<file path="src/rtl/mcr_pkg.sv">
// Package: shared types and constants for the mass and CFL reduction unit.
package mcr_pkg;
    localparam int unsigned CFL_W   = 24;
    localparam int unsigned MASS_W  = 64;
    localparam logic [CFL_W-1:0] CFL_MAX = {CFL_W{1'b1}};
    localparam logic [23:0] TIME_STEP_RESET = 24'd65536;

    typedef struct packed {
        logic [31:0] density;
        logic [31:0] cell_area;
        logic [23:0] layer_thickness;
        logic [23:0] vel_x;
        logic [23:0] vel_y;
        logic [23:0] vel_z;
        logic        last_item;
    } t_in_item;

    typedef struct packed {
        logic [63:0] total_mass;
        logic [23:0] max_cfl_horizontal;
        logic [23:0] max_cfl_vertical;
    } t_out_item;

    // Classified item handed from front to back.
    typedef struct packed {
        logic [31:0] density;
        logic [31:0] cell_area;
        logic [23:0] layer_thickness;
        logic [23:0] mag_x;
        logic [23:0] mag_z;
        logic [23:0] mag_y;
        logic        area_zero;
        logic        thick_zero;
        logic        last_item;
    } t_work;

    function automatic logic [23:0] magnitude24(input logic [23:0] v);
        logic [23:0] r;
        r = v[23] ? (24'd0 - v) : v;
        return r;
    endfunction
endpackage

</file>
<file path="src/rtl/mcr_if.sv">
// Interfaces: valid/ready channels for input items, results and configuration.
interface mcr_in_if;
    logic              valid;
    logic              ready;
    mcr_pkg::t_in_item data;
    modport source (output valid, output data, input ready);
    modport sink   (input valid, input data, output ready);
endinterface


</file>
<file path="src/rtl/mcr_front.sv">
// Front end: accepts items, takes magnitudes, flags zero divisors, queues work.
module mcr_front #(
    parameter int unsigned QDEPTH = 2
) (
    input  logic             i_clk,
    input  logic             i_rst_n,
    mcr_in_if.sink           in_ch,
    output logic             o_work_valid,
    output mcr_pkg::t_work   o_work,
    input  logic             i_work_ready
);
    localparam int unsigned PW = (QDEPTH > 1) ? $clog2(QDEPTH) : 1;
    localparam int unsigned CW = $clog2(QDEPTH + 1);

    mcr_pkg::t_work r_q [QDEPTH];
    logic [PW-1:0] r_wp, r_rp;
    logic [CW-1:0] r_cnt;
    mcr_pkg::t_work n_w;
    logic push, pop;

    assign in_ch.ready  = (r_cnt != CW'(QDEPTH));
    assign push         = in_ch.valid && in_ch.ready;
    assign o_work_valid = (r_cnt != '0);
    assign pop          = o_work_valid && i_work_ready;
    assign o_work       = r_q[r_rp];

    always_comb begin
        n_w.density         = in_ch.data.density;
        n_w.cell_area       = in_ch.data.cell_area;
        n_w.layer_thickness = in_ch.data.layer_thickness;
        n_w.mag_x           = mcr_pkg::magnitude24(in_ch.data.vel_x);
        n_w.mag_y           = mcr_pkg::magnitude24(in_ch.data.vel_y);
        n_w.mag_z           = mcr_pkg::magnitude24(in_ch.data.vel_z);
        n_w.area_zero       = (in_ch.data.cell_area == '0);
        n_w.thick_zero      = (in_ch.data.layer_thickness == '0);
        n_w.last_item       = in_ch.data.last_item;
    end

    always_ff @(posedge i_clk) begin
        if (push) begin
            r_q[r_wp] <= n_w;
        end
    end

    always_ff @(posedge i_clk) begin
        if (!i_rst_n) begin
            r_wp  <= '0;
            r_rp  <= '0;
            r_cnt <= '0;
        end else begin
            if (push) begin
                r_wp <= (r_wp == PW'(QDEPTH - 1)) ? '0 : r_wp + 1'b1;
            end
            if (pop) begin
                r_rp <= (r_rp == PW'(QDEPTH - 1)) ? '0 : r_rp + 1'b1;
            end
            r_cnt <= r_cnt + CW'(push) - CW'(pop);
        end
    end

`ifndef SYNTHESIS
    a_no_overflow: assert property (@(posedge i_clk) disable iff (!i_rst_n)
        r_cnt == CW'(QDEPTH) |-> !push) else $error("queue overflow");
    a_no_underflow: assert property (@(posedge i_clk) disable iff (!i_rst_n)
        r_cnt == '0 |-> !pop) else $error("queue underflow");
    a_cnt_step: assert property (@(posedge i_clk) disable iff (!i_rst_n)
        push && !pop |=> r_cnt == $past(r_cnt) + 1'b1) else $error("count slip");
`endif
endmodule

</file>
<file path="src/flat_wrapper.sv">
// flat-port wrapper written by rule: the top's interface ports become plain ports
module mcr_front_flat 
#(
    parameter int unsigned QDEPTH = 2
)
  (i_clk, i_rst_n, o_work_valid, o_work, i_work_ready, in_ch_valid, in_ch_data, in_ch_ready);
  mcr_in_if in_ch_i ();
  input  logic i_clk;
  input  logic i_rst_n;
  output logic o_work_valid;
  output mcr_pkg::t_work o_work;
  input  logic i_work_ready;
  input wire logic [$bits(in_ch_i.valid)-1:0] in_ch_valid;
  input wire logic [$bits(in_ch_i.data)-1:0] in_ch_data;
  output wire logic [$bits(in_ch_i.ready)-1:0] in_ch_ready;
  assign in_ch_i.valid = in_ch_valid;
  assign in_ch_i.data = in_ch_data;
  assign in_ch_ready = in_ch_i.ready;
  mcr_front #(.QDEPTH(QDEPTH)) u_core (.i_clk(i_clk), .i_rst_n(i_rst_n), .in_ch(in_ch_i), .o_work_valid(o_work_valid), .o_work(o_work), .i_work_ready(i_work_ready));
endmodule
</file>
<file path="config.mk">
export PLATFORM = sky130hd
export DESIGN_NAME = mcr_front_flat
export DESIGN_NICKNAME = d
export VERILOG_FILES = /design/src/rtl/mcr_pkg.sv /design/src/rtl/mcr_if.sv /design/src/rtl/mcr_front.sv /design/src/flat_wrapper.sv
export SDC_FILE = /design/constraint.sdc
export NUM_CORES = 1
export LEC_CHECK = 0
export ABC_AREA = 1
export ABC_CLOCK_PERIOD_IN_PS = 8200
export BUFFER_PORTS_ARGS = -buffer_cell sky130_fd_sc_hd__buf_2
export CELL_PAD_IN_SITES_DETAIL_PLACEMENT = 0
export CELL_PAD_IN_SITES_GLOBAL_PLACEMENT = 1
export CORE_MARGIN = 2
export CORE_UTILIZATION = 40
export CTS_CLUSTER_SIZE = 16
export DETAILED_ROUTE_END_ITERATION = 10
export PLACE_DENSITY_LB_ADDON = 0.15
export SETUP_SLACK_MARGIN = 0.5
export SLEW_MARGIN = 20
export SYNTH_ARGS = -nofsm -noshare
export SYNTH_HDL_FRONTEND = slang
export SYNTH_SLANG_ARGS = --single-unit
</file>
<file path="constraint.sdc">
create_clock -name i_clk -period 8.2 [get_ports i_clk]
set_input_delay 0.82 -clock i_clk [delete_from_list [all_inputs] [get_ports i_clk]]
set_output_delay 0.82 -clock i_clk [all_outputs]
set_load 0.1 [all_outputs]
</file>
## Yosys cells after proc, flatten, opt, wreduce, memory -nomap -nowiden

Memories as Yosys holds them, arrays and structs flattened. A register that Yosys moved wholly into a read port is not among the register bits.
Cells that the tools add are included.

- Memories: 1
- RAM bits: 326
- Bits of input ports: 165
- Output and inout bits: 165
- Register bits: 4

Memories:

| memory | words | width | rd ports | clocked after memory_dff | write ports | RTL line | RTL |
|---|---|---|---|---|---|---|---|
| u_core.r_q | 2 | 163 | 1 | 1 | 1 | mcr_front.sv:15 | `mcr_pkg::t_work r_q [QDEPTH];` |

- Muxes and demuxes: 9
- Reduce and logical (&&, ||, !) cells: 5
- Add/subtract/negate cells: 7
- Eq/ne operators: 1

Operators by type and width:

| kind | count |
|---|---|
| 24-bit 2-to-1 mux | 3 |
| 1-bit by 24-bit subtractor with 24-bit output, first input constant | 3 |
| 32-bit zero test | 1 |
| 24-bit zero test | 1 |
| 1-bit 2-to-1 mux | 6 |
| 1-bit adder, second input constant | 2 |
| 2-bit by 1-bit adder with 2-bit output | 1 |
| 1-bit logical AND | 2 |
| 2-bit != test, second input constant | 1 |
| 2-bit nonzero test | 1 |
| 2-bit by 1-bit subtractor with 2-bit output | 1 |

## Logic depth before layout (Yosys ltp)

Gate-level depths: netlist of the first run.

- Depth in word-level cells: 4
- Gate-level depth with buffers: 10

## Worst setup path before layout of the first run

Ideal clock, no wire load.

- Path type: register -> register
- Start point: reg u_core.r_cnt[0]
- End point: mem u_core.r_q[1][0] (netlist bit), enable pin
- Cell stages (with the launch flop): 5
- Library setup time: 690 ps
- Setup slack: -536 ps
- Data required time: 7510 ps
- Path buffers: 0
- Arrival time: 8046 ps
- Cell sequence: dfxtp_1 -> inv_1 -> nand2_1 -> nand2_1 -> nor2_1

- Word-level cells in the longest chain between the ends: 4

RTL lines:

| item | RTL line | RTL |
|---|---|---|
| start, declared | mcr_front.sv:17 | `logic [CW-1:0] r_cnt;` |
| start signal, assigned | mcr_front.sv:57 | `r_cnt <= r_cnt + CW'(push) - CW'(pop);` |
| 2-bit != test | mcr_front.sv:21 | `assign in_ch.ready = (r_cnt != CW'(QDEPTH));` |
| via in_ch_ready | flat_wrapper.sv:15 | `output wire logic [$bits(in_ch_i.ready)-1:0] in_ch_ready;` |
| 1-bit logical AND | mcr_front.sv:22 | `assign push = in_ch.valid && in_ch.ready;` |
| 1-bit 2-to-1 mux | mcr_front.sv:40 | `if (push) begin` |
| 1-bit 2-to-1 mux (implied by the code) | mcr_front.sv:41 | `r_q[r_wp] <= n_w;` |
| end, declared | mcr_front.sv:15 |  |

The timed path passes the listed nets, and every way through them passes these cells.

==> metrics.csv, run 1 <==
metric,value,unit
RSZ-0062 raised after global routing,no,
Lkg Pwr,0.00693,uW
"area leader, netlist",edfxtp_1,
DP HPWL,22600,um
setup ws final,4570,ps
DR WL/cell,18.0,um
first-pass GRT wire length,49400,um
Post-CTS Setup Bufs,0,
DP Area,16500,um2
asr flop ratio synth,0,%
cells taking the most area after synthesis,"edfxtp_1 68%, mux2_4 7.3%, mux2_2 7.3%",
slew of the pin with the lowest slew margin,1020,ps
Tot GR Track Use,16.9,%
DRT Pass-1 Iters,4,
Avg Synthesized Cell Area,14.8,um2
Comb pwr share,42.6,%
Synth Net Count,1146,
post-synthesis register bit count,331,
final hold slack,446,ps
gr ovfl total,0,
Die Width,194,um
status,finished clean,
area of the core,35600,um2
power share of the clock group,23.8,%
vias in the first global route,8758,
gpl congestion,0.835,
minimum clock period,3630,ps
latest clock arrival within the worst-skew pair,530,ps
DRC violations left,0,
Max-Cap Viols,0,
Detailed Route WL,32600,um
row count,69,
post-layout utilization of the core,49.8,%
CTS tree,built,
Yosys Warn Count,0,
initial antenna violation count,9,
Via density,4.80,
Max Slew Vio Count,0,
largest net degree at the start of global routing,164,
die area,37600,um2
post-route ant nets,0,
# setup viols final,0,
Post-synth EDFFs,326,
Worst setup EP type,primary output,
initial cell density of the core,40.5,%
layout cells sized above 1,42.7,%
Highest Clock Rate,276,MHz
H-Tree Depth,2,
Max Buffers Root-to-Sink,3,
Internal,3610,uW
design area,17700,um2
synth cell count leaders,"326 x edfxtp_1, 148 x nand2_1, 93 x mux2_2",
CP Class,reg -> out,
Hold Buf Count CTS,0,
fin crit share,44.2,%
final hold vios,0,
PD cells,371,nW/um2
post-synth top area share,67.9,%
Mapped Cells,976,
post-synthesis sequential area ratio,68.6,%
Post-Syn Area,14400,um2
1st-iter DRT viols,400,
CTS resizes,0,
# nets final,1493,
via count,8727,
Startpoint Class,register,
worst vdd ir,0.000344,V
PortBufs,329,
most common flop cell mapped by yosys,edfxtp_1,
Worst Skew,15.9,ps
CTS Root Cell,clkbuf_16,
clk sink count,331,
Die Height,194,um
Worst EP required,7380,ps
Slew headroom,32.2,%
I/O pin total,330,
class of the worst hold path,reg -> reg,
Layout area overhead,22.8,%
Worst Path Arrival,2810,ps
switching power of the nets,2960,uW
"Max FO, Critical Path",138,
Yosys cell types,27,
Seq pwr share,33.6,%
Clock transition at path regs,50,ps
pre-CTS worst setup slack,4950,ps
Num CTS Buffers,37,
switching share of power,45.1,%
most frequent cell after synthesis,edfxtp_1,
==> worst max-delay path: stages, from the launching register on <==
cell,delay [ps]
dfxtp_4,640
buf_12,670
mux2_2,300
buf_2,450
==> metrics by stage <==
step | cells | setup TNS [ps] | total power, uW
3_3_place_gp | 1745 | 0 | 5060
3_5_place_dp | 1745 | 0 | 5070
4_1_cts | 1811 | 0 | 6650
2_1_floorplan | 976 | -169970 | 4690
5_1_grt | 1813 | 0 | 6810
6_report | 1818 | 0 | 6570
==> area by class of cell <==
cell class | count | area, um2
antenna | 7 | 17.5
clock buffer | 43 | 948
clock inverter | 23 | 210
fill | 3192 | 17900
inverter | 53 | 199
multi-input combinational | 566 | 4150
sequential | 331 | 9890
tap | 461 | 577
timing repair buffer | 334 | 1710
==> metal layers <==
metal / part of all wire, % / GRT usage (%) / vias to the layer above
li1: - / - / 4240
met1: 43 / 21.5 / 4166
met2: 47 / 27.3 / 261
met3: 8.1 / 5.90 / 54
met4: 2.2 / 4.77 / 6
met5: 0.12 / 0 / -
==> final timing paths <==
check / start / endpoint / slack [ps] / cells past startpoint
worst max-delay path: register / o_work[19] / 4570 / 3
worst min register to register: u_core.r_rp / register / 450 / 1
worst min-delay path: u_core.r_rp / register / 450 / 1
worst max register to register: u_core.r_cnt[0] / u_core.r_q[1][32] / 5460 / 6
==> registers in the layout, summed over array words and instances (netlist names), named ones only <==
register / cells
u_core.r_rp: 1
u_core.r_wp: 1
u_core.r_q: 326
u_core.r_cnt: 2
==> power groups by stage <==
stage / Sequential, uW / Combinational, uW / Clock [uW]
after floorplan: 2270 / 2420 / 0
after global placement: 2230 / 2820 / 0
after detailed placement: 2250 / 2820 / 0
after CTS: 2210 / 2830 / 1620
after global routing: 2230 / 2900 / 1680
final: 2210 / 2800 / 1560
==> layout by cell type (no fill, tap or decap), types with 27 or more instances in the layout <==
| cell | count |
|---|---|
| edfxtp_1 | 326 |
| nand3_1 | 37 |
| mux2_2 | 93 |
| clkbuf_16 | 37 |
| o21ai_0 | 27 |
| mux2_4 | 70 |
| nand2_1 | 148 |
| nor2_1 | 82 |
| buf_2 | 329 |
| inv_1 | 53 |
==> logic make-up (layout without fill, tap and decap cells) <==
family,Yosys count,in the layout,synth area share (%)
XOR/XNOR,40,40,2.43
AO/OA/AOI/OAI,36,36,1.51
flip-flops,331,331,68.6
adder cells (fa/ha/maj),5,5,0.434
multiplexers,163,163,14.6
other,0,7,0
buffers and inverters,79,453,2.69
AND/OR/NAND/NOR,322,322,9.78
Power figures use the tool's default switching activity.
==> inputs of run 2 (changes only) <==
- ABC_CLOCK_PERIOD_IN_PS: 8200 -> 3260
- clock period: 8.2 -> 3.26 ns (I/O delays scaled with it)
==> metrics.csv, run 2 (same netlist as run 1, synthesis figures left out) <==
metric,value,unit
status,finished clean,
Startpoint Class,register,
# setup viols final,0,
slew of the pin with the lowest slew margin,767,ps
post-layout utilization of the core,52.2,%
CP Buf/Inv Count,2,
area of the core,35600,um2
vias in the first global route,9180,
reg-to-reg setup timing slack,1410,ps
Via density,4.76,
largest net degree at the start of global routing,53,
Detailed Route WL,34700,um
routing usage on met3,5.46,%
DRC violations left,0,
FF-to-FF End,u_core.r_q[0][18],
Worst Path Arrival,2250,ps
Largest regs,"u_core.r_q x326, u_core.r_cnt x2",
slowest cell on the critical path,dfxtp_4,
Lkg Pwr,0.00729,uW
die area,37600,um2
PortBufs,329,
Clock transition at path regs,60,ps
final hold vios,0,
"delay-heaviest family, CP",buffers and inverters,
CP peak stage delay,650,ps
Tot GR Track Use,18.0,%
"commonest non-fill, non-tap cell in the layout",buf_2,
initial cell density of the core,40.5,%
gr ovfl total,0,
Die Width,194,um
CTS tree,built,
GR Layer Usage met1,24.1,%
design area,18600,um2
I/O pin total,330,
Worst setup EP type,primary output,
CP Capture Point,o_work[80],
most frequent cells in the layout,"329 x buf_2, 326 x edfxtp_1, 146 x nand2_1",
met2 usage,29.3,%
1st-iter DRT viols,534,
post-route ant nets,0,
max FFs per register,326,
worst reg2reg path depth,5,
class of the worst hold path,in -> reg,
row count,69,
layout cells sized above 1,41.4,%
CP Class,reg -> out,
crit-path cells,"buf_4, mux2_2, buf_2",
# nets final,1573,
PD cells,901,nW/um2
Max Buffers Root-to-Sink,3,
H-Tree Depth,2,
Worst EP required,2930,ps
Die Height,194,um
Slew headroom,48.7,%
DRT Pass-1 Iters,4,
fin crit share,79.0,%
clk sink count,331,
Worst path depth,3,
"Max FO, Critical Path",22,
pre-CTS worst setup slack,1000,ps
CTS Root Cell,clkbuf_16,
GR peak layer,met2,
DR WL/cell,18.3,um
RR Startpoint,u_core.r_cnt[0],
minimum clock period,2570,ps
initial antenna violation count,6,
via count,9017,
final hold slack,24.9,ps
worst vdd ir,0.000680,V
Max Slew Vio Count,0,
Layout area overhead,28.7,%
latest clock arrival within the worst-skew pair,510,ps
Final Power,16700,uW
Highest Clock Rate,388,MHz
RSZ-0062 raised after global routing,no,
Worst Skew,14.3,ps
gpl congestion,0.817,
Num CTS Buffers,37,
Largest Register,u_core.r_q,
Max-Cap Viols,0,
setup ws final,685,ps
DP Area,16800,um2
first-pass GRT wire length,52700,um
DP HPWL,24600,um
run 2: worst min-delay path by stage:
stage	start	endpoint	slack (ps)	depth (start not counted)
3_5_place_dp	u_core.r_rp	register	440	1
4_1_cts	in_ch_data[107]	u_core.r_q[0][109]	0.003	1
2_1_floorplan	i_rst_n	u_core.r_cnt[0]	420	2
5_1_grt	in_ch_data[151]	u_core.r_q[1][153]	0.5	1
3_3_place_gp	u_core.r_rp	register	430	1
6_report	in_ch_data[120]	u_core.r_q[0][122]	20	1
run 2: metrics by stage:
stage               std cells  TNS, ps
floorplan                 976   -70330
global placement         1761        0
detailed placement       1761        0
CTS                      1890        0
global route             1891        0
finish                   1894        0
run 2: worst register-to-register path: stages, from the launching register on:
cell and delay [ps]:
dfxtp_2 320, inv_2 60, nand2_8 70, nand2_4 70
nor2_4 520, buf_4 470
run 2: repair_timing:
action / CTS / global route
setup endpoints to repair: 17 / 0
hold buffers: 62 / 1
endpoints found under the hold margin: 122 / 2
setup buffers: 1 / 0
resized for setup: 0 / 0
run 2: power by group:
| group | leakage, uW | switching (uW) | internal (uW) |
|---|---|---|---|
| logic | 0.00366 | 5770 | 1500 |
| registers | 0.00309 | 180 | 5380 |
| clock network | 0.000550 | 1630 | 2270 |
run 2: layout make-up:
| class | count | area, um2 |
|---|---|---|
| Tap cell | 461 | 577 |
| Timing Repair Buffer | 414 | 2570 |
| Multi-Input combinational cell | 566 | 4180 |
| Inverter | 53 | 199 |
| Sequential cell | 331 | 9890 |
| Clock buffer | 48 | 967 |
| Fill cell | 3135 | 17000 |
| Antenna cell | 3 | 7.51 |
| Clock inverter | 18 | 163 |
run 2: routing by layer:
metal,vias up,share of wire (%),wire [um]
li1,4388,-,-
met1,4312,44,15200
met2,270,47,16400
met3,41,7.5,2600
met4,6,1.5,510
met5,-,0.098,34
==> inputs of run 3 (changes only) <==
- ABC_CLOCK_PERIOD_IN_PS: 3260 -> 2400
- CORE_UTILIZATION: 40 -> 44
- clock period: 3.26 -> 2.4 ns (I/O delays scaled with it)
==> metrics.csv, run 3 (same netlist as run 1, synthesis figures left out) <==
metric,value,unit
status,finished clean,
Detailed Route WL,36500,um
I/O pin total,330,
CP Buf/Inv Count,3,
Max Slew Vio Count,0,
max FFs per register,326,
vias in the first global route,9672,
Lkg Pwr,0.00807,uW
Max-Cap Viols,0,
Worst path most repeated cell,buf_12,
CP peak stage delay,410,ps
setup ws final,304,ps
"delay-heaviest family, CP",buffers and inverters,
initial antenna violation count,3,
design area,20500,um2
gr ovfl total,0,
Via density,4.87,
Startpoint Class,register,
Largest Register,u_core.r_q,
final hold vios,0,
class of the worst hold path,in -> reg,
Num CTS Buffers,36,
Final Power,24500,uW
first-pass GRT wire length,52600,um
DR WL/cell,18.9,um
Largest regs,"u_core.r_q x326, u_core.r_cnt x2",
multi-input logic area,4260,um2
DP Area,16800,um2
largest net degree at the start of global routing,52,
via count,9366,
RSZ-0062 raised after global routing,yes,
# setup viols final,0,
Slew headroom,59.9,%
Worst Skew,15.2,ps
CTS tree,built,
Max Buffers Root-to-Sink,3,
worst reg2reg path depth,10,
"Max FO, Critical Path",15,
Worst EP required,2160,ps
initial cell density of the core,44.5,%
Tot GR Track Use,20.1,%
worst vdd ir,0.000850,V
row count,66,
DRT Pass-1 Iters,5,
1st-iter DRT viols,507,
register area,9890,um2
Worst path depth,4,
latest clock arrival within the worst-skew pair,510,ps
area of the core,32400,um2
Highest Clock Rate,477,MHz
clk sink count,331,
Worst setup EP type,primary output,
DRC violations left,0,
CTS Root Cell,clkbuf_16,
fill count,2484,
gpl congestion,0.876,
Worst Path Arrival,1860,ps
CP Class,reg -> out,
PortBufs,329,
Layout area overhead,42.1,%
most frequent cells in the layout,"326 x edfxtp_1, 167 x buf_2, 146 x nand2_1",
slowest cell on the critical path,dfxtp_4,
Hold Path Stages,3,
layout cells sized above 1,41.1,%
post-route ant nets,0,
minimum clock period,2100,ps
die area,34200,um2
final hold slack,37.6,ps
# nets final,1625,
Die Width,185,um
Clock transition at path regs,50,ps
DP HPWL,24100,um
crit-path cells,"buf_12, buf_12, mux2_2, buf_6",
"commonest non-fill, non-tap cell in the layout",edfxtp_1,
pre-CTS worst setup slack,731,ps
H-Tree Depth,2,
PD cells,1200,nW/um2
slew of the pin with the lowest slew margin,595,ps
Die Height,185,um
fin crit share,87.3,%
==> run 3: changes by cell type in the layout (fill, tap and decap cells not counted), moves of 22 or more <==
cell,before,now
mux2_2,93,71
buf_2,329,167
mux2_4,70,92
dlygate4sd3_1,63,93
buf_6,0,117
buf_12,9,51
==> run 3: report_power, final <==
part	internal, uW	switching, uW
Combinational	3750	8260
Clock	2850	2080
Sequential	7320	219
==> run 3: through the flow <==
step                      util, %  std cells  TNS [ps]
after floorplan                 -        976   -351550
after global placement       51.8       1741         0
after detailed placement     51.8       1741         0
after CTS                    61.3       1914         0
after global routing         63.3       1924         0
final                        63.3       1924         0
==> run 3: path summary, 6_finish.rpt <==
kind / from / to / slack, ps
setup reg to reg: u_core.r_cnt[1] / u_core.r_cnt[1] / 800
setup / recovery: register / o_work[80] / 300
hold / removal: in_ch_data[22] / u_core.r_q[0][48] / 40
hold reg to reg: u_core.r_rp / u_core.r_rp / 470
==> run 3: cell type report <==
| cell class | instances | area share (%) |
|---|---|---|
| Multi-Input combinational cell | 566 | 20.8 |
| Sequential cell | 331 | 48.3 |
| Clock inverter | 8 | 0.202 |
| Timing Repair Buffer | 467 | 22.1 |
| Inverter | 53 | 0.971 |
| Clock buffer | 55 | 4.85 |
| Antenna cell | 2 | 0.0244 |
| Tap cell | 442 | 2.70 |
==> run 3: layer usage <==
metal	global-route usage, %	share of wire (%)	wire (um)
met5	0	0.036	13
met1	25.5	42	15200
met3	5.52	7.8	2830
met4	5.81	2.0	734
met2	33.9	49	17700
==> run 3: what timing repair did <==
item / in CTS / in global routing
setup endpoints to repair: 163 / 163
setup buffers: 16 / 3
endpoints found under the hold margin: 185 / 0
gates resized for setup: 298 / 144
hold buffers: 93 / 0
cloned: 1 / 5
==> run 3: worst reg2reg max path, cell delays in order, from the launching register on <==
cell and delay [ps]:
dfxtp_1 360, inv_1 110, nand2_1 70, nand2_1 60, inv_1 70, ha_1 280, inv_1 40, ha_1 170
xnor2_1 180, o21ai_0 90, a21oi_1 110
